**config.mk**
```make
export PLATFORM = sky130hd
export DESIGN_NAME = fcht_hash
export DESIGN_NICKNAME = d
export VERILOG_FILES = /design/src/fcht_pkg.sv /design/src/fcht_hash.sv
export SDC_FILE = /design/constraint.sdc
export NUM_CORES = 1
export LEC_CHECK = 0
export ABC_AREA = 1
export BUFFER_PORTS_ARGS = -buffer_cell sky130_fd_sc_hd__buf_2
export CAP_MARGIN = 15
export CORE_ASPECT_RATIO = 1.2
export CORE_MARGIN = 2
export CORE_UTILIZATION = 55
export DETAILED_ROUTE_END_ITERATION = 8
export PLACE_DENSITY = 0.78
export SLEW_MARGIN = 0
export SYNTH_ARGS = -nofsm -noshare
export SYNTH_HDL_FRONTEND = slang
export SYNTH_SLANG_ARGS = --single-unit
```
**constraint.sdc**
```tcl
create_clock -name clk -period 3.6 [get_ports clk]
set_clock_uncertainty 0.05 [all_clocks]
set_input_delay 0.54 -clock clk [delete_from_list [all_inputs] [get_ports clk]]
set_output_delay 0.54 -clock clk [all_outputs]
set_load 0.1 [all_outputs]
```
**src/fcht_pkg.sv**
```systemverilog
// ----------------------------------------------------------------------------
// fcht_pkg
// types and status codes of the chained hash table unit
// ----------------------------------------------------------------------------
`default_nettype none

package fcht_pkg;

  localparam logic FUNC_PUT = 1'b0;
  localparam logic FUNC_GET = 1'b1;

  localparam logic [2:0] ST_UPDATED  = 3'd0;
  localparam logic [2:0] ST_INSERTED = 3'd1;
  localparam logic [2:0] ST_HIT      = 3'd2;
  localparam logic [2:0] ST_MISS     = 3'd3;
  localparam logic [2:0] ST_FULL     = 3'd4;

  typedef struct packed {
    logic        func;
    logic [31:0] key;
    logic [31:0] value_in;
  } in_beat_t;

  typedef struct packed {
    logic [2:0]  status;
    logic [31:0] value_out;
    logic [10:0] entry_count;
  } out_beat_t;

  // hash unit result
  typedef struct packed {
    logic        done;
    logic [31:0] hash;
  } hash_res_t;

endpackage

`default_nettype wire

```
**src/fcht_hash.sv**
```systemverilog
// ----------------------------------------------------------------------------
// fcht_hash
// iterative fnv-1 32-bit hash, one key byte per cycle, low byte first
// ----------------------------------------------------------------------------
`default_nettype none

module fcht_hash (
  input  wire logic              clk,
  input  wire logic              rst,
  input  wire logic              start,
  input  wire logic [31:0]       key,
  output fcht_pkg::hash_res_t    res
);
  import fcht_pkg::*;

  localparam logic [31:0] FNV_BASIS = 32'h811C9DC5;

  logic [31:0] h;
  logic [31:0] key_r;
  logic [1:0]  idx;
  logic        busy;
  logic        done;
  logic [31:0] h_next;
  logic [7:0]  cur_byte;

  // multiply by 0x01000193 as shift-add, then fold in the byte
  always_comb begin
    cur_byte = key_r[8*idx +: 8];
    h_next   = ((h << 24) + (h << 8) + (h << 7) + (h << 4) + (h << 1) + h)
               ^ {24'd0, cur_byte};
  end

  always_ff @(posedge clk) begin
    if (rst) begin
      busy <= 1'b0;
      done <= 1'b0;
      idx  <= 2'd0;
    end else begin
      done <= 1'b0;
      if (start) begin
        busy  <= 1'b1;
        idx   <= 2'd0;
        h     <= FNV_BASIS;
        key_r <= key;
      end else if (busy) begin
        h   <= h_next;
        idx <= idx + 2'd1;
        if (idx == 2'd3) begin
          busy <= 1'b0;
          done <= 1'b1;
        end
      end
    end
  end

  assign res.done = done;
  assign res.hash = h;

endmodule

`default_nettype wire

```
; ---- After elaboration in Yosys (flattened, before gate mapping)
; Index checks and enable logic that the tools add are counted.
[word_totals]
register_bits = 68
output_inout_bits = 33
[classes]
add_sub_neg = 6
n_eq_ne = 1
n_shift = 1
mux = 5
bitwise = 3
n_reduce_logical = 5
[op_table]
columns = cell, n
row1 = adder 32 bit, 5
row2 = two-way mux 32 bit, 1
row3 = indexed part select 32 x 6 -> 8 bit, 1
row4 = XOR 32 x 8 -> 32 bit, 1
row5 = two-way mux 1 bit, 4
row6 = AND reduction 2 bit, 2
row7 = OR reduction 3 bit, 1
row8 = adder 2 x 1 -> 2 bit (second input constant), 1
row9 = == test 2 bit (second input constant), 1
row10 = NOT 1 bit, 2
row11 = nonzero test 2 bit, 1
row12 = OR reduction 2 bit, 1

; ---- Logic depth before layout (Yosys ltp)
; Gate-level depths: netlist of the first run.
[depth]
depth_word = 7
ltp_mapped = 19
ltp_nobuf = 19

; ---- Worst setup path after synthesis of the first run
; Ideal clock, no wire load.
[synth_timing]
kind = flip-flop to flip-flop
startpoint = register h[0]
endpoint = register h[30], data pin
setup_time_ns = 0.255
arrival_ns = 4.110
path_slack_ns = -0.815
stages_incl_launch_ff = 19
path_buffers = 0
period_less_slack_ns = 4.415
cell_sequence = edfxtp_1 > inv_1 > fa_1 > inv_1 > fa_1 > inv_1 > fa_1 > inv_1 > ha_1 > nand2_1 > inv_1 > nand2_1 > nand2_1 > nand2_1 > nand2_1 > a21oi_1 > nand3_1 > nand2_1 > nor2_1
[synth_between]
elab_chain_len = 7
[synth_rtl]
columns = item, line_no
row1 = "start, declared", fcht_hash.sv:18  ; logic [31:0] h;
row2 = "start signal, assigned", fcht_hash.sv:46  ; h <= h_next;
row3 = adder 32 bit (4 in a row), fcht_hash.sv:29  ; h_next = ((h << 24) + (h << 8) + (h << 7) + (h << 4) + (h << 1) + h)
row4 = adder 32 bit (*), fcht_hash.sv:29
row5 = XOR 32 x 8 -> 32 bit (*), fcht_hash.sv:30  ; ^ {24'd0, cur_byte};
row6 = two-way mux 32 bit (*), fcht_hash.sv:45  ; end else if (busy) begin
; Mark *: on every way between the ends. The rest lies on a longest branch, timed or not. The select of a mux whose other input is x is not followed.
; A chain may end at the register's enable or synchronous reset.

; ---- Worst setup path in the final report of the first run
[layout_timing]
startpoint = register h[4]
endpoint = register h[29], data pin
; Same word-level chain as after synthesis.

==> results of run 1 <==
==> synthesized netlist by cell type, types with 2 or more instances <==
cell type  number  share of area (%)
nand2_2         5               0.44
a21o_1          2               0.21
o21a_1          3               0.32
nor3_2          3               0.42
nor3_1          4               0.28
edfxtp_1       64                 27
inv_2           3               0.16
o21ai_1         4               0.28
a21oi_1        42                3.0
nand4_1         5               0.44
o21bai_1        2               0.21
nor2_4          2               0.32
xnor2_1         4               0.49
nand3_1        37                2.6
nor2_1         61                3.2
o21ai_0        31                2.2
ha_1           58                 10
buf_2           4               0.28
xor2_1          5               0.62
a32o_1          2               0.28
o22ai_1         6               0.53
inv_1         237                 13
dfxtp_1         4                1.1
fa_1           81                 23
nand2_1       169                8.9
buf_4           2               0.21
==> sequential cells by signal, indices dropped and copies added (netlist names) <==
| register | cells |
|---|---|
| done | 1 |
| busy | 1 |
| h | 32 |
| idx | 2 |
| key_r | 32 |
==> repair_timing <==
action	4_1_cts	5_1_grt
pin swaps	13	96
resized for setup	18	138
endpoints found under the setup margin	7	19
setup buffers	7	38
==> area by class of cell <==
type / count / area share, %
tap: 164 / 2.128
timing repair buffer: 152 / 10.59
sequential: 68 / 20.77
inverter: 240 / 9.630
multi-input combinational: 532 / 53.35
clock inverter: 5 / 1.116
clock buffer: 11 / 2.414
==> placed cells by master, fill, tap and decap left out, types with 3 or more instances in the layout <==
cell type	count
a21oi_1	26
a21oi_2	10
a21oi_4	6
buf_2	67
buf_4	77
buf_6	6
bufinv_16	3
clkbuf_16	9
dfxtp_1	4
edfxtp_1	64
fa_1	79
ha_1	34
ha_4	24
inv_1	176
inv_2	53
inv_4	11
nand2_1	105
nand2_2	47
nand2_4	21
nand3_1	22
nand3_2	14
nand4_1	5
nor2_1	35
nor2_2	14
nor2_4	14
nor3_4	5
o21a_1	3
o21ai_0	20
o21ai_1	11
o21ai_2	4
o22ai_1	6
xnor2_1	4
xor2_1	5
==> worst max-delay path, cell delays in order (launching register included) <==
cell,delay (ns)
edfxtp_1,0.44
inv_4,0.13
buf_4,0.12
fa_1,0.46
fa_1,0.54
fa_1,0.56
inv_1,0.06
ha_4,0.32
nand2_4,0.08
nor2_4,0.10
nand2_2,0.07
nor3_2,0.22
nand2_1,0.12
a31oi_1,0.19
nor2_1,0.06
==> stage by stage <==
step	instance area (µm²)	hold WS [ns]	worst slack, ns	TNS, ns
floorplan	7597	0.3880	-0.5107	-8.235
global placement	8411	0.4309	-0.08934	-0.2256
detailed placement	8411	0.4289	-0.09887	-0.3042
CTS	8876	0.3190	-0.006033	-0.006033
global route	9641	0.3237	-0.2122	-2.337
finish	9641	0.3200	-0.1658	-0.5001
==> worst paths after layout <==
kind	endpoint	depth (start not counted)	start
worst min register to register	done	2	busy
worst min-delay path	key_r[30]	1	key[30]
worst max-delay path	h[29]	14	h[4]
worst max register to register	h[29]	14	h[4]
==> cell families (layout without fill, tap and decap cells) <==
logic type,count (synthesis),after routing,share of synthesized area [%]
compound gates,95,95,7.283
xor+xnor,9,9,1.111
fa+ha+maj,139,139,33.08
buf+inv,248,408,13.30
flops,68,68,28.21
simple gates,289,289,17.02
==> routing by layer <==
metal / vias to the layer above / GRT usage [%] / share of wire, % / wire [µm]
met5: - / 0 / 0 / 0
met4: 0 / 9.276 / 3.8 / 735
met3: 62 / 4.357 / 6.5 / 1262
met2: 299 / 51.28 / 53 / 10300
met1: 2986 / 31.59 / 36 / 7040
li1: 2913 / - / - / -
==> out/results.txt, run 1 <==
The clock-pin transition on the worst setup and hold timing paths came out at 0.06 ns. The path class of the tightest hold or removal check is in -> reg. The starting DRC count in detailed routing came out at 457.

The die covers 0.01383 mm². The die boundary height works out to 128.4 µm. The register-to-register setup slack was -0.17 ns; the wire length reported by the detailed router was 19340 µm. The final hold violation count came out at 0. For this configuration, the core starts out at a cell density of 56.26%.

After synthesis the cells add up to 0.007096 mm². The first TritonRoute pass finished after 5 iterations. The worst path in the final design needs a cycle of 3.766 ns, including I/O delays and setup.

The average instance in the mapped netlist occupies 8.367 µm². TritonCTS built the clock tree. The checks that failed: setup timing.

In the final layout, flip-flops and latches occupy 0.002002 mm². The tree is rooted in a clkbuf_16. For this run, the register share of the synthesized area comes to 28.21%.

After detailed routing, the average wire length per cell comes to 16.50 µm. The share of the clock period used by the worst path after layout came out at 104.6%. The logs give 34 for the number of distinct library cell variants in the gate-level netlist after synthesis and 0 for the count of inserted antenna diode cells. The fill cell instance count of the final layout is 837, and the sum of overflow across all layers after global routing is 0. The measured slew at the worst slew-check pin came out at 0.9213 ns. The x dimension of the die came out at 107.7 µm. Final count of negative-setup-slack endpoints: 8. The tools report the level count of the clock H-tree as 3.

The commonest register cell after synthesis was edfxtp_1. Via count of the first global-routing pass: 6139. After detailed placement, the design holds a cell count of 1111.

The initial antenna violation count came out at 0. STA puts the critical path data arrival time at 3.82 ns. Across every metal layer, demand over resource in global routing totals 27.39%.

The max-slew violation count is 0. Across the run, the number of max-cap violations was 0. The critical path required time was 3.65 ns. Entering global routing, the biggest net connects 33 pins. The maximum clock frequency was 0.2655 GHz.

The count of boundary I/O pins is 68. In this run the worst path has a maximum fanout of 4. The first global-routing pass estimated 29020 µm of wire. Synthesis handed over a netlist of 848 instances.

Number of hold-repair buffers added at the cts stage: 0. Cells fill 76.44% of the core in the end. The number of synthesized flops with an enable pin is 64. Setup repair after global routing could not meet its margin everywhere.

Summing over every cut layer, the via total after detailed routing is 6260. Summing all multi-input logic gate instances after layout gives 0.005144 mm². The ratio of cells with drive above 1 in the final layout came out at 39.58%. The later pin in the worst-skew pair is clocked with a latency of 0.34 ns. For this run, design rule violations remaining after detail routing come to 0. The number of clock buffers added by TritonCTS is 9. The launching element type of the critical path is a flip-flop. The run gives 14420 µm as the detailed placer's ending HPWL. The kind of critical path is reg -> reg. The total of buffers placed on input and output ports came out at 67. The total area inside the core boundary comes to 0.01261 mm². The final non-filler cell total is 1172, and the share of flip-flops with an asynchronous set or reset is 0%. The tools report the number of nets in the synthesized netlist as 1022. Routability-driven placement finished with a final weighted congestion of 0.9317.

After detailed routing, the number of vias per cell comes to 5.341. The floorplan has 45 rows. The total number of yosys warnings is 0, and the setup slack of the critical path after layout is -0.1658 ns. The flow ran to the end, but the final reports show violations. Clock tree synthesis found a total of 68 sinks. From synthesis to final layout, the design area changed by 35.87%. The nature of the critical path endpoint was a flip-flop. The run gives 0 as the post-detailed-route count of antenna-violating nets. For this run, the post-layout net count is 1177. The maximum buffer depth of the clock tree was 2; the post-synthesis register bit count was 68. Worst slew margin relative to its limit: 38.51%.
Power of run 1 is left out: the tool's default activity adds up to more than one toggle a clock period on the data nets, which glitch-free logic cannot reach.
==> run 2, diff against run 1 <==
--- a/config.mk
+++ b/config.mk
@@ -12,7 +12,7 @@
 export CORE_MARGIN = 2
 export CORE_UTILIZATION = 55
 export DETAILED_ROUTE_END_ITERATION = 8
-export PLACE_DENSITY = 0.78
+export PLACE_DENSITY = 0.86
 export SLEW_MARGIN = 0
 export SYNTH_ARGS = -nofsm -noshare
 export SYNTH_HDL_FRONTEND = slang
==> out/results.txt, run 2 (synthesized netlist as in run 1, its figures left out) <==
Kind of critical path: reg -> reg (unchanged). Worst min-delay path category: in -> reg (unchanged). The via count of the first global-routing pass came out at 6297 (was 6139).

The global router's overall resource usage was 28.26% (was 27.39%). The sum of overflow across all layers after global routing is 0 (unchanged). Registers with the most flip-flops: h: 32 flops, key_r: 32 flops, idx: 2 flops (unchanged). The detailed placer's ending HPWL is 14820 µm (was 14420 µm), and the count of boundary I/O pins is 68 (unchanged).

Worst endpoint data arrival time: 3.79 ns (was 3.82 ns). The most common library cell in the layout ignoring fill and taps is inv_1 (unchanged). The mean number of vias per cell was 5.514 (was 5.341); the ratio of cells with drive above 1 in the final layout was 36.01% (was 39.58%). The routability congestion estimate is 0.9493 (was 0.9317), and the first-pass GRT wire length is 29800 µm (was 29020 µm). For the smallest hold slack, the log shows 0.3238 ns (was 0.3200 ns). The launching element type of the critical path was a flip-flop (unchanged). The run finished, with violations left. The total of buffers placed on input and output ports is 67 (unchanged). The nature of the critical path endpoint is a flip-flop (unchanged). The detailed-routing iteration count for the pre-antenna-repair pass is 6 (was 5), and the post-route DRC violation count is 0 (unchanged). The fill cell instance count of the final layout came out at 822 (was 837). The setup slack of the critical path after layout was -0.1449 ns (was -0.1658 ns).

The die boundary height is 128.4 µm (unchanged), and the wire length reported by the detailed router is 20240 µm (was 19340 µm). The level count of the clock H-tree was 3 (unchanged); the top fanout value on the critical path was 5 (was 4). The clock tree root driver cell is clkbuf_16 (unchanged). The x dimension of the die is 107.7 µm (unchanged), and the share of the clock period used by the worst path after layout is 104.0% (was 104.6%). The logs give 0 (unchanged) for the max-slew violation count and 33 (unchanged) for the maximum number of pins on one net before global-route repair.

The logs give 56.26% (unchanged) for the starting utilization of the core area and 3.65 ns (about the same) for the critical path required time. TritonCTS buffer count: 9 (unchanged). Violated checks: setup timing (unchanged).

The area growth from synthesis to final layout is 30.82% (was 35.87%), and the total via count after detailed routing is 6325 (was 6260). The final critical delay including setup and external delays is 3.745 ns (was 3.766 ns), and the core region area is 0.01261 mm² (unchanged). The tools report the number of core rows as 45 (unchanged).

The logs give 0 (unchanged) for the final hold violation count and 0 (unchanged) for the post-detailed-route count of antenna-violating nets. The mean routed wirelength per cell came out at 17.64 µm (was 16.50 µm). The starting DRC count in detailed routing was 656 (was 457); the measured slew at the worst slew-check pin was 0.9516 ns (was 0.9213 ns). The count of inserted antenna diode cells was 0 (unchanged). For the maximum buffer depth of the clock tree, the log shows 2 (unchanged).

Cell area after layout: 0.009283 mm² (was 0.009641 mm²). The tools report the number of nets in the layout as 1152 (was 1177). The tools report the clock insertion delay at the later pin of the skew report as 0.35 ns (was 0.34 ns). Most frequent cells in the layout: inv_1 (177), nand2_1 (118), fa_1 (77) (was inv_1 (176), nand2_1 (105), fa_1 (79)).

The maximum clock frequency is 0.2670 GHz (was 0.2655 GHz). The clock-pin transition on the worst setup and hold timing paths is 0.06 ns (about the same). The run gives 12 (was 8) as the final count of negative-setup-slack endpoints. For the initial antenna violation count, the log shows 0 (unchanged). The count of maximum capacitance violations was 0 (unchanged); the worst slew margin relative to its limit was 36.49% (was 38.51%). Area of the die: 0.01383 mm² (unchanged).

TritonCTS built the clock tree. The CTS sink count is 68 (unchanged), and the cell area after placement is 0.008396 mm² (was 0.008411 mm²). The worst-case setup slack after placement came out at -0.1456 ns (was -0.09887 ns). Setup repair after global routing could not meet its margin everywhere.
-- run 2: changes by cell type in the layout (fill, tap and decap cells not counted), moves of 3 or more --
cell | before | now
nor2_1 | 35 | 39
buf_4 | 77 | 56
buf_6 | 6 | 3
nand2_2 | 47 | 38
nand3_1 | 22 | 25
nand2_4 | 21 | 17
nor2_2 | 14 | 11
nand3_2 | 14 | 10
nand2_1 | 105 | 118
inv_4 | 11 | 8
-- run 2: area by class of cell --
cell class | count | area [µm²] | share of cell area (%)
Clock inverter | 6 | 63.81 | 0.6874
Tap cell | 164 | 205.2 | 2.211
Sequential cell | 68 | 2002 | 21.57
Multi-Input combinational cell | 532 | 5042 | 54.32
Clock buffer | 10 | 239.0 | 2.574
Inverter | 240 | 920.9 | 9.920
Timing Repair Buffer | 127 | 809.5 | 8.721
-- run 2: worst paths after layout --
path                 from        end  slack, ns  cells past startpoint
setup / recovery    h[18]      h[27]      -0.14                     17
hold / removal    key[10]  key_r[10]       0.32                      1
setup reg to reg    h[18]      h[27]      -0.14                     17
hold reg to reg      busy       done       0.43                      2
-- run 2: stage by stage --
stage	TNS (ns)	instances	util, %
2_1_floorplan	-8.235	848	-
3_3_place_gp	-0.2817	1109	66.57
3_5_place_dp	-0.5028	1109	66.57
4_1_cts	0	1134	70.57
5_1_grt	-2.122	1147	73.60
6_report	-0.7629	1147	73.60
-- run 2: critical path, cell delays in order (launching register included) --
cell and delay (ns):
edfxtp_1 0.36, inv_2 0.09, fa_1 0.55, inv_1 0.07, fa_1 0.53, inv_1 0.05, fa_1 0.53, inv_2 0.05
ha_4 0.31, nand2_4 0.08, nor2_4 0.13, inv_2 0.06, nor3_2 0.18, nand2_1 0.13, nand3_2 0.12, nand2_1 0.07
nand2_1 0.07, nor2_2 0.07
-- run 2: what timing repair did --
item                       in CTS  in global routing
pin swaps                      26                 44
gates resized for setup        32                 87
gates cloned                    0                  0
hold buffers                    0                  0
buffers inserted               10                 13
setup endpoints to repair       9                 18
-- run 2: per-layer routing --
metal  GRT usage, %  vias up  part of all wire (%)
met5              0        -                     0
met4          14.40        0                   6.7
met3          4.711      105                   7.6
met2          50.61      360                    51
met1          32.40     2990                    34
li1               -     2870                     -
Power of run 2 is left out for the same reason.
==> run 3, diff against run 2 <==
--- a/config.mk
+++ b/config.mk
@@ -8,11 +8,13 @@
 export ABC_AREA = 1
 export BUFFER_PORTS_ARGS = -buffer_cell sky130_fd_sc_hd__buf_2
 export CAP_MARGIN = 15
+export CELL_PAD_IN_SITES_DETAIL_PLACEMENT = 0
+export CELL_PAD_IN_SITES_GLOBAL_PLACEMENT = 2
 export CORE_ASPECT_RATIO = 1.2
 export CORE_MARGIN = 2
-export CORE_UTILIZATION = 55
+export CORE_UTILIZATION = 34
 export DETAILED_ROUTE_END_ITERATION = 8
-export PLACE_DENSITY = 0.86
+export PLACE_DENSITY = 0.87
 export SLEW_MARGIN = 0
 export SYNTH_ARGS = -nofsm -noshare
 export SYNTH_HDL_FRONTEND = slang
==> out/results.txt, run 3 (synthesized netlist as in run 1, its figures left out) <==
For the routability congestion estimate, the log shows 0.8613 (was 0.9493). The run finished, with violations left. For the initial antenna violation count, the log shows 0 (unchanged). The mean routed wirelength per cell is 14.95 µm (was 17.64 µm), and the count of inserted antenna diode cells is 0 (unchanged). The top fanout value on the critical path is 4 (was 5). The via count of the first global-routing pass was 6221 (was 6297). Setup repair after global routing could not meet its margin everywhere.

The max-slew violation count was 0 (unchanged); the post-detailed-route count of antenna-violating nets was 0 (unchanged). The kind of critical path was reg -> reg (unchanged). The cell with the biggest individual delay on the critical path was fa_1 (unchanged).

For the post-route DRC violation count, the log shows 0 (unchanged). The tools report the clock tree root driver cell as clkbuf_16 (unchanged). The clock-pin transition on the worst setup and hold timing paths was 0.07 ns (was 0.06 ns); the setup slack of the critical path after layout was -0.02690 ns (was -0.1449 ns). The final design utilization is 48.72% (was 73.60%), and the area growth from synthesis to final layout is 40.05% (was 30.82%).

The worst slew margin relative to its limit is 32.90% (was 36.49%). Count of maximum capacitance violations: 0 (unchanged). Most frequent cells in the layout: inv_1 (175), nand2_1 (119), buf_4 (110) (was inv_1 (177), nand2_1 (118), fa_1 (77)). For the detailed-routing iteration count for the pre-antenna-repair pass, the log shows 7 (was 6).

The final non-filler cell total was 1305 (was 1147). The cell count of the worst reg-to-reg path was 17 (unchanged); the largest incremental delay on the critical path was 0.53 ns (was 0.55 ns). Ratio of cells with drive above 1 in the final layout: 40.29% (was 36.01%). The x dimension of the die came out at 135.9 µm (was 107.7 µm). The final count of negative-setup-slack endpoints came out at 1 (was 12). Worst min-delay path category: in -> reg (unchanged). The cell depth of the worst min-delay path is 1 (unchanged). The die boundary height is 162.3 µm (was 128.4 µm).

The run gives 2 (unchanged) as the maximum buffer depth of the clock tree. Registers with the most flip-flops: h: 32 flops, key_r: 32 flops, idx: 2 flops (unchanged). The global router's overall resource usage was 18.81% (was 28.26%); the maximum clock frequency was 0.2757 GHz (was 0.2670 GHz).

The total via count after detailed routing is 5900 (was 6325). The library cell appearing most often on the critical path was inv_2. Violated checks: setup timing (unchanged). The TritonCTS buffer count is 9 (unchanged), and the core region area is 0.02040 mm² (was 0.01261 mm²).

The level count of the clock H-tree was 3 (unchanged); the number of core rows was 57 (was 45). Cell Chain, Critical Path: inv_2 -> fa_1 -> inv_1 -> fa_1 -> inv_2 -> fa_1 -> inv_2 -> ha_4 -> nand2_4 -> inv_2 -> nand2_2 -> nor3_4 -> nand3_2 -> nand3_2 -> nand2_1 -> inv_1 -> nor2_2 (was inv_2 -> fa_1 -> inv_1 -> fa_1 -> inv_1 -> fa_1 -> inv_2 -> ha_4 -> nand2_4 -> nor2_4 -> inv_2 -> nor3_2 -> nand2_1 -> nand3_2 -> nand2_1 -> nand2_1 -> nor2_2). The tools report the critical path required time as 3.66 ns (was 3.65 ns). Total of buffers placed on input and output ports: 67 (unchanged). Sum of overflow across all layers after global routing: 0 (unchanged). The cell area after layout is 0.009937 mm² (was 0.009283 mm²). The clock insertion delay at the later pin of the skew report is 0.34 ns (was 0.35 ns).

The cell area after placement is 0.008752 mm² (was 0.008396 mm²), and the count of boundary I/O pins is 68 (unchanged). The CTS sink count is 68 (unchanged), and the area of the die is 0.02205 mm² (was 0.01383 mm²). The worst endpoint data arrival time was 3.68 ns (was 3.79 ns). The measured slew at the worst slew-check pin came out at 1.005 ns (was 0.9516 ns).

The run gives 31280 µm (was 29800 µm) as the first-pass GRT wire length. The tools report the launching element type of the critical path as a flip-flop (unchanged). The mean number of vias per cell works out to 4.521 (was 5.514). Detailed placer's ending HPWL: 16150 µm (was 14820 µm).

Nature of the critical path endpoint: a flip-flop (unchanged). The run gives 19510 µm (was 20240 µm) as the wire length reported by the detailed router. The final hold violation count is 0 (unchanged), and the starting DRC count in detailed routing is 237 (was 656).

The most common library cell in the layout ignoring fill and taps was inv_1 (unchanged). The logs give 1209 (was 1152) for the number of nets in the layout and 33 (unchanged) for the maximum number of pins on one net before global-route repair. Final critical delay including setup and external delays: 3.627 ns (was 3.745 ns). TritonCTS built the clock tree. The number of placed cells counting well taps came out at 1239 (was 1109).

The tools report the starting utilization of the core area as 34.79% (was 56.26%). The share of the clock period used by the worst path after layout came out at 100.7% (was 104.0%).
-- run 3: critical path: cells and delay by family (launching register included) --
kind	cells	cell delay, ns
AND/OR/NAND/NOR	7	0.75
adder cells (fa/ha/maj)	4	1.87
flip-flops	1	0.36
buffers and inverters	6	0.35
-- run 3: layer usage --
metal,vias to the layer above,share of wire (%),global-route usage (%)
met5,-,0,0
met2,95,55,35.33
li1,2976,-,-
met1,2808,41,22.38
met3,21,2.7,2.060
met4,0,2.0,5.540
-- run 3: area by class of cell --
class,count,area (µm²)
inverters,240,923.4
repair buffers,184,1257
well taps,265,331.6
flip-flops and latches,68,2002
clock buffers,9,225.2
clock inverters,7,76.32
fillers,2001,10460
multi-input cells,532,5121
-- run 3: worst paths after layout --
check,endpoint,slack (ns),start
setup / recovery,h[28],-0.03,h[14]
hold / removal,key_r[8],0.32,key[8]
setup reg to reg,h[28],-0.03,h[14]
hold reg to reg,done,0.43,busy
-- run 3: stage by stage --
step                      TNS (ns)  setup slack [ns]  hold slack, ns
after floorplan             -8.235           -0.5107          0.3880
after global placement     -0.6762           -0.1603          0.4246
after detailed placement   -0.8013           -0.1777          0.4240
after CTS                 -0.04657          -0.01896          0.3097
after global routing        -1.461           -0.1441          0.3141
final                     -0.02690          -0.02690          0.3212
-- run 3: what timing repair did --
action | CTS | global route
hold buffers | 0 | 0
pin swaps | 42 | 75
setup endpoints to repair | 12 | 20
setup buffers | 35 | 16
resized for setup | 48 | 90
Power of run 3 is left out for the same reason.
